### src/design/msb_pkg.sv
// Shared types and constants for the multi-stack bank.
// Holds the request and response beat layouts and the control/status bundles.
// No dependencies.
`default_nettype none

package msb_pkg;

    // Field widths fixed by the request and response layouts.
    localparam int INDEX_W    = 4;
    localparam int VALUE_W    = 32;
    localparam int CFG_DATA_W = 9;
    localparam int CFG_INDEX_W = 1;

    // Request operation codes.
    localparam logic [1:0] KIND_PUSH = 2'd0;
    localparam logic [1:0] KIND_POP  = 2'd1;
    localparam logic [1:0] KIND_TOP  = 2'd2;

    // Response status codes.
    localparam logic [1:0] STATUS_OK        = 2'd0;
    localparam logic [1:0] STATUS_OVERFLOW  = 2'd1;
    localparam logic [1:0] STATUS_UNDERFLOW = 2'd2;
    localparam logic [1:0] STATUS_NO_STACK  = 2'd3;

    // Configuration register indexes and reset values.
    localparam logic [CFG_INDEX_W-1:0] CFG_CAPACITY = 1'b0;
    localparam logic [CFG_INDEX_W-1:0] CFG_COUNT    = 1'b1;
    localparam logic [8:0] CAPACITY_RESET = 9'd256;
    localparam logic [4:0] COUNT_RESET    = 5'd16;

    // One request beat.
    typedef struct packed {
        logic [1:0]                kind;
        logic [INDEX_W-1:0]        stack_index;
        logic signed [VALUE_W-1:0] push_value;
    } req_t;

    // One response beat.
    typedef struct packed {
        logic [1:0]                status;
        logic signed [VALUE_W-1:0] result_value;
    } rsp_t;

    // Commands from the controller to the datapath.
    typedef struct packed {
        logic capture_req;
        logic execute;
        logic capture_read;
        logic load_out;
    } cmd_t;

    // Status from the datapath to the controller.
    typedef struct packed {
        logic need_read;
    } stat_t;

endpackage

`default_nettype wire

### src/design/msb_ctrl.sv
// Controller of the multi-stack bank: sequences one request at a time and
// owns the handshake state of both channels.
// Depends on msb_pkg.
`default_nettype none

module msb_ctrl (
    input  wire logic           clk,
    input  wire logic           rst_n,
    input  wire logic           req_valid,
    output logic                req_stall,
    output logic                rsp_valid,
    input  wire logic           rsp_stall,
    output msb_pkg::cmd_t       cmd,
    input  wire msb_pkg::stat_t stat
);

    typedef enum logic [3:0] {
        S_IDLE    = 4'b0001,
        S_EXEC    = 4'b0010,
        S_FETCH   = 4'b0100,
        S_DELIVER = 4'b1000
    } state_t;

    state_t state_reg;
    state_t state_next;
    logic   rsp_valid_reg;
    logic   rsp_valid_next;

    // Next state and commands.
    always_comb
    begin
        state_next = state_reg;
        cmd        = '0;
        unique case (state_reg)
            S_IDLE:
            begin
                if (req_valid)
                begin
                    cmd.capture_req = 1'b1;
                    state_next      = S_EXEC;
                end
            end
            S_EXEC:
            begin
                cmd.execute = 1'b1;
                state_next  = stat.need_read ? S_FETCH : S_DELIVER;
            end
            S_FETCH:
            begin
                cmd.capture_read = 1'b1;
                state_next       = S_DELIVER;
            end
            S_DELIVER:
            begin
                // The response register is free or its beat leaves now.
                if (!rsp_valid_reg || !rsp_stall)
                begin
                    cmd.load_out = 1'b1;
                    state_next   = S_IDLE;
                end
            end
            default:
            begin
                state_next = S_IDLE;
            end
        endcase
    end

    // Response valid follows loads and accepted beats.
    always_comb
    begin
        if (cmd.load_out)
        begin
            rsp_valid_next = 1'b1;
        end
        else if (!rsp_stall)
        begin
            rsp_valid_next = 1'b0;
        end
        else
        begin
            rsp_valid_next = rsp_valid_reg;
        end
    end

    always_ff @(posedge clk or negedge rst_n)
    begin
        if (!rst_n)
        begin
            state_reg     <= S_IDLE;
            rsp_valid_reg <= 1'b0;
        end
        else
        begin
            state_reg     <= state_next;
            rsp_valid_reg <= rsp_valid_next;
        end
    end

    assign req_stall = (state_reg != S_IDLE);
    assign rsp_valid = rsp_valid_reg;

`ifndef ASSERT_OFF
    // A new response never overwrites one that is still held.
    a_no_overwrite: assert property (@(posedge clk) disable iff (!rst_n)
        cmd.load_out |-> !(rsp_valid_reg && rsp_stall))
        else $error("response register loaded while a held beat is stalled");

    // An accepted request is executed in the next cycle.
    a_accept_exec: assert property (@(posedge clk) disable iff (!rst_n)
        (req_valid && !req_stall) |=> (state_reg == S_EXEC))
        else $error("accepted request not executed");

    // Execution leads to the read fetch or straight to delivery.
    a_exec_next: assert property (@(posedge clk) disable iff (!rst_n)
        (state_reg == S_EXEC) |=> (state_reg == S_FETCH || state_reg == S_DELIVER))
        else $error("bad state after execute");

    // A fetch cycle only follows a request that read the RAM.
    a_fetch_read: assert property (@(posedge clk) disable iff (!rst_n)
        (state_reg == S_FETCH) |-> $past(stat.need_read))
        else $error("fetch without a RAM read");
`endif

endmodule

`default_nettype wire

### config.mk
export PLATFORM = sky130hd
export DESIGN_NAME = msb_ctrl
export DESIGN_NICKNAME = d
export VERILOG_FILES = /design/src/design/msb_pkg.sv /design/src/design/msb_ctrl.sv
export SDC_FILE = /design/constraint.sdc
export NUM_CORES = 1
export LEC_CHECK = 0
export ABC_AREA = 1
export BUFFER_PORTS_ARGS = -buffer_cell sky130_fd_sc_hd__buf_2
export CORE_AREA = 4 4 41 43
export CTS_BUF_LIST = sky130_fd_sc_hd__clkbuf_4 sky130_fd_sc_hd__clkbuf_8
export DETAILED_ROUTE_END_ITERATION = 6
export DIE_AREA = 0 0 45 47
export GPL_TIMING_DRIVEN = 0
export PLACE_DENSITY = 0.47
export SLEW_MARGIN = 5
export SYNTH_ARGS = -nofsm -noshare
export SYNTH_HDL_FRONTEND = slang
export SYNTH_SLANG_ARGS = --single-unit
### constraint.sdc
create_clock -name clk -period 1 [get_ports clk]
set_input_delay 0 -clock clk [delete_from_list [all_inputs] [get_ports clk]]
set_output_delay 0 -clock clk [all_outputs]
set_load 0.01 [all_outputs]
==> metrics.md, run 1 <==
| Metric | Value |
|---|---|
| Area contributors post-synth | `dfrtp_1 36%, dfstp_2 9.4%, nand2_1 6.7%` |
| R2r setup slk | `-0.23 ns` |
| Type of origin of the critical path | `flop` |
| Post-route cell area | `470 um2` |
| DR WL/cell | `approximately 8.4 um` |
| Largest net degree at the start of global routing | `6` |
| CP Capture Point | `cmd[3]` |
| Synth top area share | `a little over a third` |
| Fill count | `around 150` |
| First-pass GRT wire length | `~920 um` |
| Max-cap violation count | `0` |
| Initial DRC count | `0` |
| Detailed placement HPWL | `around 440 um` |
| Antenna violations before repair | `0` |
| Setup WS post-layout | `-0.284 ns` |
| Clk Latency, worst-skew pair | `between 0.2 and 0.25 ns` |
| Hold Path Class | `input pin to flop` |
| Seq. cell area | `roughly 130 um2` |
| Post-synthesis xor/xnor area fraction | `0%` |
| Worst-path fanout max | `4` |
| Hold Vio Cnt, Final | `0` |
| Adder-cell area share of the yosys netlist | `0%` |
| Via density | `a little under 4` |
| Worst r2r dst | `state_reg[3]` |
| Main combinational cell family by area after synthesis | `simple AND/OR/NAND/NOR gates` |
| Area of the multi-input gates | `136 um2` |
| Worst path arrival time | `about 1.3 ns` |
| Clk root buf | `clkbuf_4` |
| TritonCTS clock tree | `built` |
| Initial Utilization | `around 22%` |
| DRC Markers | `0` |
| Dpl ws | `-0.117 ns` |
| Pwr Total | `1.16 mW` |
| Core Box Area | `around 0.0013 mm2` |
| Yosys top cell by area | `dfrtp_1` |
| Die W | `between 40 and 50 um` |
| PwrDens | `roughly 2500 mW/mm2` |
| Ys flop type | `dfrtp_1` |
| Synth Register Bits | `5` |
| Count leader, synth | `nand2_1` |
| Sink Count | `5` |
| Detailed Route WL | `approximately 590 um` |
| Fmax | `approximately 800 MHz` |
| RD Place Congestion | `roughly 0.6` |
| Hold_ws | `0.0831 ns` |
| P_leak | `0.261 nW` |
| Post-layout util | `between 30% and 40%` |
| Die area | `around 0.0021 mm2` |
| Comb pwr share | `49.4%` |
| EDFF count, synth | `0` |
| Mapped Cells | `33` |
| Max Slew Vio Count | `0` |
| Area delta synth->final | `67.9%` |
| Placed cell area | `~360 um2` |
| Mux cell area share after synthesis | `0%` |
| Global route total overflow | `0` |
| RSZ-0062 raised after global routing | `true` |
| Tcrit/Tclk final | `128%` |
| Critical path type | `flop to output port` |
| H-Tree Depth | `1` |
| Num CTS Buffers | `3` |
| Vias in the first global route | `251` |
| P_int | `roughly 0.74 mW` |
| # diodes | `0` |
| Post-Syn Area | `280 um2` |
| Synth Area in Compound Gates | `between 10% and 20%` |
| Worst r2r src | `state_reg[1]` |
| Async SR Flop Fraction | `100%` |
| Required time worst endpoint | `1.00 ns` |
| Crit. Startpoint | `state_reg[0]` |
| CTS max path bufs | `2` |
| Post-synth top cells | `5 x nand2_1, 4 x dfrtp_1, 4 x inv_1, 4 x nor2_1, 3 x nor2_2` |
| First-pass DRT Iterations | `1` |
| Row Count | `13` |
| GRT Util Overall | `6.43%` |
| Failing checks | `negative setup slack` |
| Count of different cell masters after synthesis | `16` |
| Setup crit end kind | `output port` |
| Clock share of power | `21.7%` |
| Syn Nets | `38` |
| Simple-Gate Fraction of Synth Area | `33.9%` |
| Routed vias | `269` |
| Layout cells sized above 1 | `61.8%` |
| Peak supply drop | `1.44 mV` |
| ANT nets after route | `0` |
| Seq/Total Area, Yosys | `45.1%` |
| Syn avg cell area | `between 8 and 9 um2` |
| Sw frac | `36.8%` |
| Worst-Margin Slew | `about 0.18 ns` |
| Final Critical Period | `1.28 ns` |
| I/O pin cnt | `11` |
| Slew HR | `between 80 and 90%` |
| Flop pwr share | `28.9%` |
| Worst-case clock skew | `0.00175 ns` |
| Yosys warnings | `0` |
| Worst reg2reg path depth | `6` |
| Layout Nets | `61` |
| Max reg flops | `4` |
| Die Y | `about 47 um` |
| Status | `complete, but fails checks` |
| # setup viols final | `9` |
| Clk slew on worst S/H paths | `approximately 0.040 ns` |
| Switch Pwr | `around 0.43 mW` |
| Port buffer count | `10` |
## placed cells by master, fill, tap and decap left out
| cell | synthesis | layout |
|---|---|---|
| a21oi_1 | 1 | 1 |
| buf_2 | 0 | 9 |
| buf_4 | 1 | 5 |
| buf_6 | 0 | 3 |
| clkbuf_4 | 0 | 4 |
| dfrtp_1 | 4 | 4 |
| dfstp_2 | 1 | 1 |
| dlygate4sd3_1 | 0 | 2 |
| inv_1 | 4 | 4 |
| inv_2 | 2 | 2 |
| nand2_1 | 5 | 5 |
| nand2_2 | 1 | 1 |
| nand3_1 | 1 | 1 |
| nand3_2 | 1 | 1 |
| nor2_1 | 4 | 3 |
| nor2_2 | 3 | 3 |
| nor2_4 | 1 | 2 |
| nor3_1 | 2 | 1 |
| nor3_2 | 0 | 1 |
| o211ai_2 | 1 | 1 |
| o21bai_2 | 1 | 1 |
## worst min path at each step
stage,startpoint,endpoint,slack [ns],depth (start not counted)
floorplan,rst_n,rsp_valid,-0.30,0
global placement,rst_n,rsp_valid,-0.18,1
detailed placement,rst_n,rsp_valid,-0.18,1
CTS,req_valid,state_reg[0],0.08,3
global route,req_valid,state_reg[0],0.08,3
finish,req_valid,state_reg[0],0.08,3
## power groups by stage
stage                     clock, mW  combinational [mW]  sequential (mW)
final                         0.252               0.575            0.336
after global routing          0.275               0.638            0.343
after CTS                     0.258               0.567            0.337
after detailed placement          0               0.479            0.334
after global placement            0               0.480            0.332
after floorplan                   0               0.350            0.331
## logic make-up after synthesis
logic type	Yosys count
and+or+nand+nor	18
AOI/OAI and AO/OA	3
buffers and inverters	7
DFF	5
## per-layer routing
layer | global-route usage (%) | up-vias | part of all wire, % | wire (um)
li1 | - | 146 | - | -
met1 | 7.39 | 117 | 44 | 258
met2 | 9.60 | 6 | 50 | 295
met3 | 2.30 | 0 | 5.6 | 33
met4 | 5.26 | 0 | 0 | 0
met5 | 0 | - | 0 | 0
## layout make-up
cell class | count | share of cell area [%]
buffer | 1 | 1.60
clock buffer | 4 | 6.38
inverter | 6 | 4.79
multi-input combinational | 21 | 29.0
sequential | 5 | 26.9
tap | 15 | 3.99
timing repair buffer | 18 | 27.4
## worst max-delay path, stage by stage (launching register included)
cell and delay (ns):
dfstp_2 0.55, inv_2 0.04, nor2_2 0.08, nand2_2 0.10
nor2_4 0.11, nor3_2 0.05, buf_2 0.13
## stage by stage
stage / std cells / TNS (ns)
3_5_place_dp: 58 / -0.334
6_report: 70 / -1.59
2_1_floorplan: 33 / -0.0830
3_3_place_gp: 58 / -0.291
5_1_grt: 70 / -2.13
4_1_cts: 69 / -1.58
## timing repair
| action | in CTS | in global routing |
|---|---|---|
| hold buffers | 2 | 0 |
| setup buffers | 5 | 2 |
| setup endpoints to repair | 7 | 10 |
| pin swaps | 3 | 4 |
| hold endpoints to repair | 6 | 0 |
| resized for setup | 2 | 2 |
(Power assumes the default switching activity.)
==> run 2, diff against run 1 <==
--- a/config.mk
+++ b/config.mk
@@ -5,14 +5,13 @@
 export SDC_FILE = /design/constraint.sdc
 export NUM_CORES = 1
 export LEC_CHECK = 0
-export ABC_AREA = 1
 export BUFFER_PORTS_ARGS = -buffer_cell sky130_fd_sc_hd__buf_2
 export CORE_AREA = 4 4 41 43
 export CTS_BUF_LIST = sky130_fd_sc_hd__clkbuf_4 sky130_fd_sc_hd__clkbuf_8
 export DETAILED_ROUTE_END_ITERATION = 6
 export DIE_AREA = 0 0 45 47
 export GPL_TIMING_DRIVEN = 0
-export PLACE_DENSITY = 0.47
+export PLACE_DENSITY = 0.48
 export SLEW_MARGIN = 5
 export SYNTH_ARGS = -nofsm -noshare
 export SYNTH_HDL_FRONTEND = slang
==> run 2 against run 1 <==
  * Worst setup slack gained 0.069 ns
  * Clock power grew 2%
  * The flow still finishes with violations (negative setup slack)
  * Fmax grew 5.6%
  * Combinational power shrank 5.2%
  * Synthesized cell count shrank 24%
  * First-iteration DRC count grew 1
  * Non-clock buffer count grew 2
  * Die area is the same
  * Sequential power grew 12%
  * Largest power group unchanged
==> metrics.md, run 2 <==
| Metric | Value |
|---|---|
| Status | `complete, but fails checks` |
| Failing checks | `negative setup slack` |
| Layout cells sized above 1 | `69.4% (+7.6 points)` |
| Dpl ws | `-0.0917 ns (+0.0254 ns)` |
| Die W | `45 um (unchanged)` |
| Port buffer count | `10 (unchanged)` |
| Synth top area share | `35.6% (-0.16 points)` |
| Sw frac | `32.7% (-4.0 points)` |
| Mapped Cells | `25 (-24%)` |
| Ys flop type | `dfrtp_1` |
| Area delta synth->final | `83.1%` |
| Core Box Area | `0.00130 mm2 (unchanged)` |
| Most frequent cells in the layout | `8 x buf_2, 6 x buf_4, 4 x clkbuf_4, 4 x buf_6` |
| RD Place Congestion | `0.781 (+31%)` |
| Hold Path Class | `input pin to asynchronous set/reset pin` |
| Seq. cell area | `130 um2 (+3.0%)` |
| Met1 GRT Util | `7.14% (-0.25 points)` |
| CTS max path bufs | `2 (unchanged)` |
| Clk Latency, worst-skew pair | `0.24 ns (about the same)` |
| Antenna violations before repair | `0 (unchanged)` |
| DR WL/cell | `12.4 um (+48%)` |
| First-pass GRT wire length | `1170 um (+27%)` |
| Tcrit/Tclk final | `122% (-6.9 points)` |
| First-pass DRT Iterations | `2 (+1)` |
| Switch Pwr | `0.386 mW (-9.8%)` |
| Slew HR | `85.9% (-1.9 points)` |
| Max Slew Vio Count | `0 (unchanged)` |
| Die area | `0.00212 mm2 (unchanged)` |
| Flop pwr share | `32.0% (+3.1 points)` |
| Yosys top cell by area | `dfrtp_1` |
| RSZ-0062 raised after global routing | `true` |
| Synth Register Bits | `5 (unchanged)` |
| Required time worst endpoint | `1.00 ns (about the same)` |
| Crit-path leading delay family | `flip-flops` |
| Setup crit end kind | `output port` |
| Post-layout util | `39.6% (+3.5 points)` |
| # diodes | `0 (unchanged)` |
| P_leak | `0.240 nW (-7.9%)` |
| Syn avg cell area | `11.3 um2 (+33%)` |
| Setup WS post-layout | `-0.216 ns (+0.0687 ns)` |
| Global route total overflow | `0 (unchanged)` |
| Most common cell after layout, fill and taps aside | `buf_2` |
| Vias in the first global route | `319 (+27%)` |
| Met2 Use GR | `13.8% (+4.2 points)` |
| Pwr Total | `1.18 mW (+1.4%)` |
| Met3 usage | `4.21% (+1.9 points)` |
| Cells along the critical path | `and4b_4 -> buf_6` |
| Fill count | `148 (-0.67%)` |
| # setup viols final | `9 (unchanged)` |
| Worst reg2reg path depth | `4 (-2)` |
| Area contributors post-synth | `dfrtp_1 36%, dfstp_2 9.3%, nor4b_4 8.4%` |
| CP max stage delay | `0.61 ns (+0.06 ns)` |
| H-Tree Depth | `1 (unchanged)` |
| Worst-case clock skew | `0.00790 ns (+0.00615 ns)` |
| WP depth | `2 (-4)` |
| TritonCTS clock tree | `built` |
| Post-route cell area | `515 um2 (+9.6%)` |
| ANT nets after route | `0 (unchanged)` |
| Clk root buf | `clkbuf_4` |
| Yosys warnings | `0 (unchanged)` |
| Async SR Flop Fraction | `100% (unchanged)` |
| Worst path arrival time | `1.22 ns (-0.06 ns)` |
| DRC Markers | `0 (unchanged)` |
| EDFF count, synth | `0 (unchanged)` |
| Detailed placement HPWL | `456 um (+4.7%)` |
| Seq/Total Area, Yosys | `44.9% (-0.20 points)` |
| Post-Syn Area | `282 um2 (+0.45%)` |
| Initial DRC count | `1 (+1)` |
| Placed cell area | `350 um2 (-2.4%)` |
| Syn Nets | `30 (-21%)` |
| Initial Utilization | `21.6% (+0.096 points)` |
| Comb pwr share | `46.2% (-3.2 points)` |
| Sink Count | `5 (unchanged)` |
| Hold_ws | `0.0939 ns (+0.0108 ns)` |
| Fmax | `823 MHz (+5.6%)` |
| Largest net degree at the start of global routing | `9 (+3)` |
| Max-cap violation count | `0 (unchanged)` |
| Row Count | `13 (unchanged)` |
| Routed vias | `291 (+8.2%)` |
| Worst-Margin Slew | `0.210 ns (+0.0277 ns)` |
| Die Y | `47 um (unchanged)` |
| Count of different cell masters after synthesis | `17 (+1)` |
| Clk slew on worst S/H paths | `0.05 ns (about the same)` |
| Layout Nets | `55 (-9.8%)` |
| Num CTS Buffers | `3 (unchanged)` |
| Peak supply drop | `1.16 mV (-19%)` |
| I/O pin cnt | `11 (unchanged)` |
| Count leader, synth | `dfrtp_1` |
| Hold Vio Cnt, Final | `0 (unchanged)` |
| Post-synth top cells | `4 x dfrtp_1, 3 x nand2_1, 3 x nand3b_1, 2 x a21oi_1` |
| Worst-path fanout max | `6 (+2)` |
| Via density | `4.55 (+18%)` |
| Area of the multi-input gates | `176 um2 (+29%)` |
| Critical path's slowest cell | `dfstp_2` |
| Max reg flops | `4 (unchanged)` |
| Final Critical Period | `1.22 ns (-0.0687 ns)` |
| Type of origin of the critical path | `flop` |
| Worst path bufs/invs | `1 (-1)` |
| P_int | `0.794 mW (+7.9%)` |
| Clock share of power | `21.8% (about the same)` |
| GRT Util Overall | `8.02% (+1.6 points)` |
| Critical path type | `flop to output port` |
| Busiest grt layer | `met2` |
| Detailed Route WL | `795 um (+36%)` |
| PwrDens | `2290 mW/mm2 (-7.5%)` |
[run 2: cell type report]
cell class	instances	area share, %
Sequential cell	5	25.2
Multi-Input combinational cell	19	34.2
Clock buffer	4	5.83
Timing Repair Buffer	21	31.1
Tap cell	15	3.64
[run 2: per-layer routing]
layer / wire length (um) / up-vias
li1: - / 138
met1: 288 / 138
met2: 421 / 13
met3: 69 / 2
met4: 14 / 0
met5: 0 / -
[run 2: path summary, 6_finish.rpt]
kind / startpoint / endpoint / slack (ns)
worst max-delay path: state_reg[0] / cmd[3] / -0.22
worst min-delay path: rst_n / rsp_valid / 0.09
worst max register to register: state_reg[0] / state_reg[0] / -0.17
worst min register to register: rsp_valid / rsp_valid / 0.53
max in group asynchronous: rst_n / state_reg[0] / 0.69
min in group clk: req_valid / state_reg[1] / 0.10
[run 2: timing repair]
item / 4_1_cts / 5_1_grt
pin swaps: 7 / 3
hold endpoints to repair: 7 / 0
hold buffers: 3 / 0
gates resized for setup: 8 / 5
endpoints found under the setup margin: 8 / 10
buffers inserted: 6 / 2
[run 2: metrics by stage]
step                TNS (ns)  cells
finish                 -1.34     64
global route           -1.89     64
CTS                    -1.15     62
detailed placement    -0.192     50
global placement      -0.212     50
floorplan            -0.0163     25
[run 2: kinds of logic after synthesis]
group                  synth area share [%]
buffers and inverters                  2.67
DFF                                    44.9
and+or+nand+nor                        41.8
AOI/OAI and AO/OA                      10.7
[run 2: power by group through the flow]
stage / sequential, mW / clock, mW / combinational [mW]
2_1_floorplan: 0.340 / 0 / 0.201
3_3_place_gp: 0.359 / 0 / 0.290
4_1_cts: 0.373 / 0.269 / 0.459
5_1_grt: 0.385 / 0.288 / 0.596
6_report: 0.377 / 0.258 / 0.545
3_5_place_dp: 0.358 / 0 / 0.293
